===== src/rtl/otsu_pkg.sv =====
// ----------------------------------------------------------------------------
// otsu_pkg
// Shared types and codes for the Otsu threshold binarizer.
// ----------------------------------------------------------------------------
package otsu_pkg;

    localparam int PIX_W = 8;

    localparam logic ACT_ACCUM    = 1'b0;
    localparam logic ACT_BINARIZE = 1'b1;

    localparam logic KIND_THRESH = 1'b0;
    localparam logic KIND_PIXEL  = 1'b1;

    // Request from the controller to the histogram memory.
    typedef struct packed {
        logic             acc_valid;
        logic [PIX_W-1:0] acc_bin;
        logic             scan_en;
        logic [PIX_W-1:0] scan_addr;
    } hist_req_t;

endpackage


===== src/rtl/otsu_smul.sv =====
// ----------------------------------------------------------------------------
// otsu_smul
// Bit-serial shift-add multiplier, one multiplier bit per cycle.
// ----------------------------------------------------------------------------
module otsu_smul #(
    parameter int AW = 50,
    parameter int BW = 50
) (
    input  logic             clk,
    input  logic             rst_n,
    input  logic             start,
    input  logic [AW-1:0]    a,
    input  logic [BW-1:0]    b,
    output logic             running,
    output logic [AW+BW-1:0] product
);
    import otsu_pkg::*;

    logic             running_reg;
    logic [AW+BW-1:0] acc_reg;
    logic [AW+BW-1:0] a_sh_reg;
    logic [BW-1:0]    b_sh_reg;

    always_ff @(posedge clk)
    begin
        if (start)
        begin
            acc_reg  <= '0;
            a_sh_reg <= (AW+BW)'(a);
            b_sh_reg <= b;
        end
        else if (running_reg)
        begin
            if (b_sh_reg[0])
            begin
                acc_reg <= acc_reg + a_sh_reg;
            end
            a_sh_reg <= a_sh_reg << 1;
            b_sh_reg <= b_sh_reg >> 1;
        end
    end

    // Stops as soon as no multiplier bits remain.
    always_ff @(posedge clk or negedge rst_n)
    begin
        if (!rst_n)
        begin
            running_reg <= 1'b0;
        end
        else if (start)
        begin
            running_reg <= 1'b1;
        end
        else if (running_reg && (b_sh_reg == '0))
        begin
            running_reg <= 1'b0;
        end
    end

    assign running = running_reg;
    assign product = acc_reg;

endmodule


===== config.mk =====
export PLATFORM = sky130hd
export DESIGN_NAME = otsu_smul
export DESIGN_NICKNAME = d
export VERILOG_FILES = /design/src/rtl/otsu_pkg.sv /design/src/rtl/otsu_smul.sv
export SDC_FILE = /design/constraint.sdc
export NUM_CORES = 1
export LEC_CHECK = 0
export BUFFER_PORTS_ARGS = -buffer_cell sky130_fd_sc_hd__buf_2
export CORE_MARGIN = 3
export CORE_UTILIZATION = 50
export CTS_CLUSTER_DIAMETER = 50
export DETAILED_ROUTE_END_ITERATION = 8
export PLACE_DENSITY = 0.7
export SYNTH_ARGS = -nofsm -noshare
export SYNTH_HDL_FRONTEND = slang
export SYNTH_SLANG_ARGS = --single-unit

===== constraint.sdc =====
create_clock -name clk -period 4.04 [get_ports clk]
set_input_delay 0.808 -clock clk [delete_from_list [all_inputs] [get_ports clk]]
set_output_delay 0.808 -clock clk [all_outputs]
set_load 0.005 [all_outputs]

==> results.md <==
| Item | Value |
| --- | --- |
| Result of the run | completed |
| Post-synth cell types | 89 |
| Yosys warning total | 0 |
| TritonCTS clock tree | done |
| Period Utilization, post-route | 0.9511 |
| Class of the most critical hold timing path | flip-flop to flip-flop |
| Most used DFF post-synth | dfxtp_1 |
| Setup Skew | 23.17 ps |
| Origin of the critical flop-to-flop path | a_sh_reg[0]$_SDFFCE_PN0P_ |
| Layout Area Growth over Synthesis | 14.52% |
| Non-filler instance count after layout | 2395 |
| Achievable frequency | 260.2 MHz |
| Sink of the worst hold path | product[63]$_SDFFE_PP0P_ |
| Die height | 185.8 µm |
| Number of placed instances with taps included | 2337 |
| Core box area | 0.03172 mm² |
| Share of layout cells above drive strength 1 | 0.2043 |
| TritonCTS buffer count | 30 |
| Top delay family on crit path | compound AO/OA/AOI/OAI gates |
| Shortest period the worst path allows | 3843 ps |
| Synth area leaders | dfxtp_1 19%, edfxtp_1 19%, ha_1 7.7%, mux2_2 6.8%, a21oi_1 6.1% |
| Fraction of met1 tracks used by global routing | 0.3634 |
| Initial antenna violation count | 1 |
| RSZ-0062 raised after global routing | no |
| Cell count along the critical path | 12 |
| Peak-usage layer in the global routing report | met2 |
| Leakage power | 8.060 nW |
| Count of endpoints failing hold in the final timing report | 0 |
| Critical Path Fanout Max | 3 |
| CP Launch Type | flip-flop |
| Count of flip-flops with a built-in enable after synthesis | 100 |
| Clock Pin Slew Worst Setup and Hold Paths | 70 ps |
| CP dominant cell by count | nor2_1 |
| Internal reg-to-reg setup slack | 200 ps |
| Maximum capacitance violations | 0 |
| GR met3 Demand/Resource | 0.03381 |
| Number of storage elements in the synthesis netlist | 251 |
| Setup Fix Bufs, Post-CTS | 0 |
| Setup violation total in the final timing report | 0 |
| Critical hold path startpoint | product[63]$_SDFFE_PP0P_ |
| Width of the die | 185.8 µm |
| Fraction of post-synthesis cell area in the top cell type by area | 0.1858 |
| Final weighted congestion in routability-driven placement | 0.9424 |
| Post-Syn Instances | 1820 |
| Setup TNS | 0 ps |
| Largest buffer count on any clock path | 3 |
| Vias | 14340 |
| Number of sinks on the clock net | 251 |
| Final routed wire length divided by cell count | 19.47 µm |
| Cell types with the highest counts after synthesis | 233 x nand2_1, 197 x a21oi_1, 150 x dfxtp_1 |
| Global Route met2 Usage | 0.4171 |
| DR pass1 iterations | 5 |
| Cell type with the highest aggregate area in the netlist | dfxtp_1 |
| Worst setup path category | flip-flop to flip-flop |
| Final number of max-transition violations | 0 |
| Critical Path Slowest Stage Cell | a2111oi_0 |
| Kind of end point of the critical path | flip-flop |
| Slew Limit Headroom | 0.4934 |
| Required time of the critical path | 4510 ps |
| Post-cts resize count | 0 |
| Antenna-violating nets left | 0 |
| Hold Crit Depth | 2 |
| Maximum level of the CTS H-tree | 1 |
| Power per Cell Area | 448.0 mW/mm² |
| Die Outline Area | 0.03452 mm² |
| Critical Path AT | 4310 ps |
| Average instance area after synthesis | 8.880 µm² |
| R2R depth | 12 |
| GRT Resource Usage Total | 0.2611 |
| Post-DP HPWL | 35.65 mm |
| Via density per instance | 5.988 |
| Fraction of registers with async set or reset after synthesis | 0.003984 |
| Worst Max-Slew Pin Slew | 740.8 ps |
| Dominant cell by count in the synthesized netlist | nand2_1 |
| IO buf count | 203 |
| Number of rows created at floorplan | 65 |
| Number of global-route vias before repair | 13590 |
| Total standard cell area after synthesis | 0.01616 mm² |
| Worst-path cell chain | ha_1 > fa_1 > a21oi_1 > o211ai_1 > a211oi_2 > nor2_1 > a2111oi_0 > nor2_1 > a21boi_1 > o31ai_1 > xor2_1 > a22o_1 |
| DRC viols | 0 |
| Destination of the worst register-to-register timing path | product[70]$_SDFFE_PP0P_ |
| First-pass GRT wire length | 73.14 mm |
| Slowest stage delay, CP | 680 ps |
| Minimum hold slack | 467.4 ps |
| Maximum number of pins on one net before global-route repair | 107 |
| Share of the yosys chip area belonging to registers | 0.3732 |
| Largest vdd supply drop | 0.0003624 V |
| Effective utilization at floorplan | 0.5095 |
| Clock root buffer | clkbuf_16 |
| Buffer and inverter count on the worst path | 0 |
| Worst-skew pair later-pin latency | 570 ps |
| Top-level I/O count | 204 |
| Number of DRC markers in iteration 0 | 1135 |
| Routed wire length | 46.63 mm |
| Post-CTS Hold Buffers | 1 |
| Remaining global-route overflow | 0 |
| Number of nets in the layout | 2171 |
| Synthesized netlist net count | 2023 |
[cell families after synthesis]
group           share of synthesized area
xor+xnor                          0.04715
flops                              0.3732
buf+inv                           0.03468
mux                                0.1005
simple gates                       0.1675
fa+ha+maj                         0.07788
compound gates                     0.1992
[metrics by stage]
| stage | util | total power [mW] | instance area, µm² | setup slack, ps |
|---|---|---|---|---|
| 2_1_floorplan | - | 4.763 | 16160 | 896.7 |
| 3_3_place_gp | 0.5502 | 5.445 | 17450 | 541.9 |
| 3_5_place_dp | 0.5502 | 5.477 | 17450 | 344.8 |
| 4_1_cts | 0.5834 | 8.301 | 18510 | 312.2 |
| 5_1_grt | 0.5834 | 8.707 | 18510 | 58.09 |
| 6_report | 0.5835 | 8.292 | 18510 | 197.4 |
[metal layers]
layer  routed length (µm)  up-vias
met2                21340      484
met1                20850     6751
met3                 2619      102
li1                     -     7005
met5                    0        -
met4                 1825        0
[layout by cell type, fill, tap and decap left out, drive strengths merged, types with 7 or more instances in the layout]
| cell | Yosys | layout |
|---|---|---|
| nor2 | 147 | 147 |
| o21ai | 118 | 118 |
| and4 | 7 | 7 |
| o21bai | 27 | 27 |
| nor3 | 28 | 28 |
| buf | 31 | 226 |
| or3 | 8 | 8 |
| o31ai | 12 | 12 |
| a211oi | 13 | 13 |
| nand4 | 62 | 62 |
| ha | 99 | 99 |
| nand3 | 26 | 26 |
| dfxtp | 150 | 150 |
| a21oi | 199 | 199 |
| xnor2 | 42 | 42 |
| o21a | 14 | 14 |
| nor4 | 22 | 22 |
| a21o | 41 | 41 |
| o211ai | 9 | 9 |
| a31oi | 16 | 16 |
| clkinv | 0 | 7 |
| edfxtp | 100 | 100 |
| mux2 | 98 | 98 |
| mux2i | 52 | 52 |
| nand2 | 234 | 234 |
| inv | 30 | 36 |
| clkbuf | 80 | 40 |
| xor2 | 45 | 45 |
[worst reg2reg max path: cells and delay by family (launching register included)]
family                     cells  cell delay (ps)
adders and majority gates      2              690
AOI/OAI and AO/OA              7             2110
DFF                            1              420
and+or+nand+nor                2              370
xor gates and xnor gates       1              150
[how the worst max path moves through the flow]
stage	from	slack, ps	endpoint
after floorplan	start	900	a_sh_reg[0]$_SDFFCE_PN0P_
after global placement	a_sh_reg[0]$_SDFFCE_PN0P_	540	product[70]$_SDFFE_PP0P_
after detailed placement	a_sh_reg[0]$_SDFFCE_PN0P_	340	product[70]$_SDFFE_PP0P_
after CTS	a_sh_reg[0]$_SDFFCE_PN0P_	310	product[70]$_SDFFE_PP0P_
after global routing	a_sh_reg[0]$_SDFFCE_PN0P_	60	product[70]$_SDFFE_PP0P_
final	a_sh_reg[0]$_SDFFCE_PN0P_	200	product[70]$_SDFFE_PP0P_
[area by class of cell]
cell class,instances,area (µm²)
tap,402,503.0
clock buffer,40,882.1
fill,2865,13210
multi-input combinational,1428,9584
sequential,251,6032
inverter,30,112.6
antenna,1,2.502
clock inverter,16,161.4
timing repair buffer,227,1230
[power breakdown]
part	total, mW	internal (mW)	leakage, nW	switching (mW)
Clock	2.81	1.68	0.519	1.13
Sequential	3.08	2.89	2.29	0.183
Combinational	2.40	0.937	5.25	1.47
No activity file was read; power rests on OpenSTA's default activity.
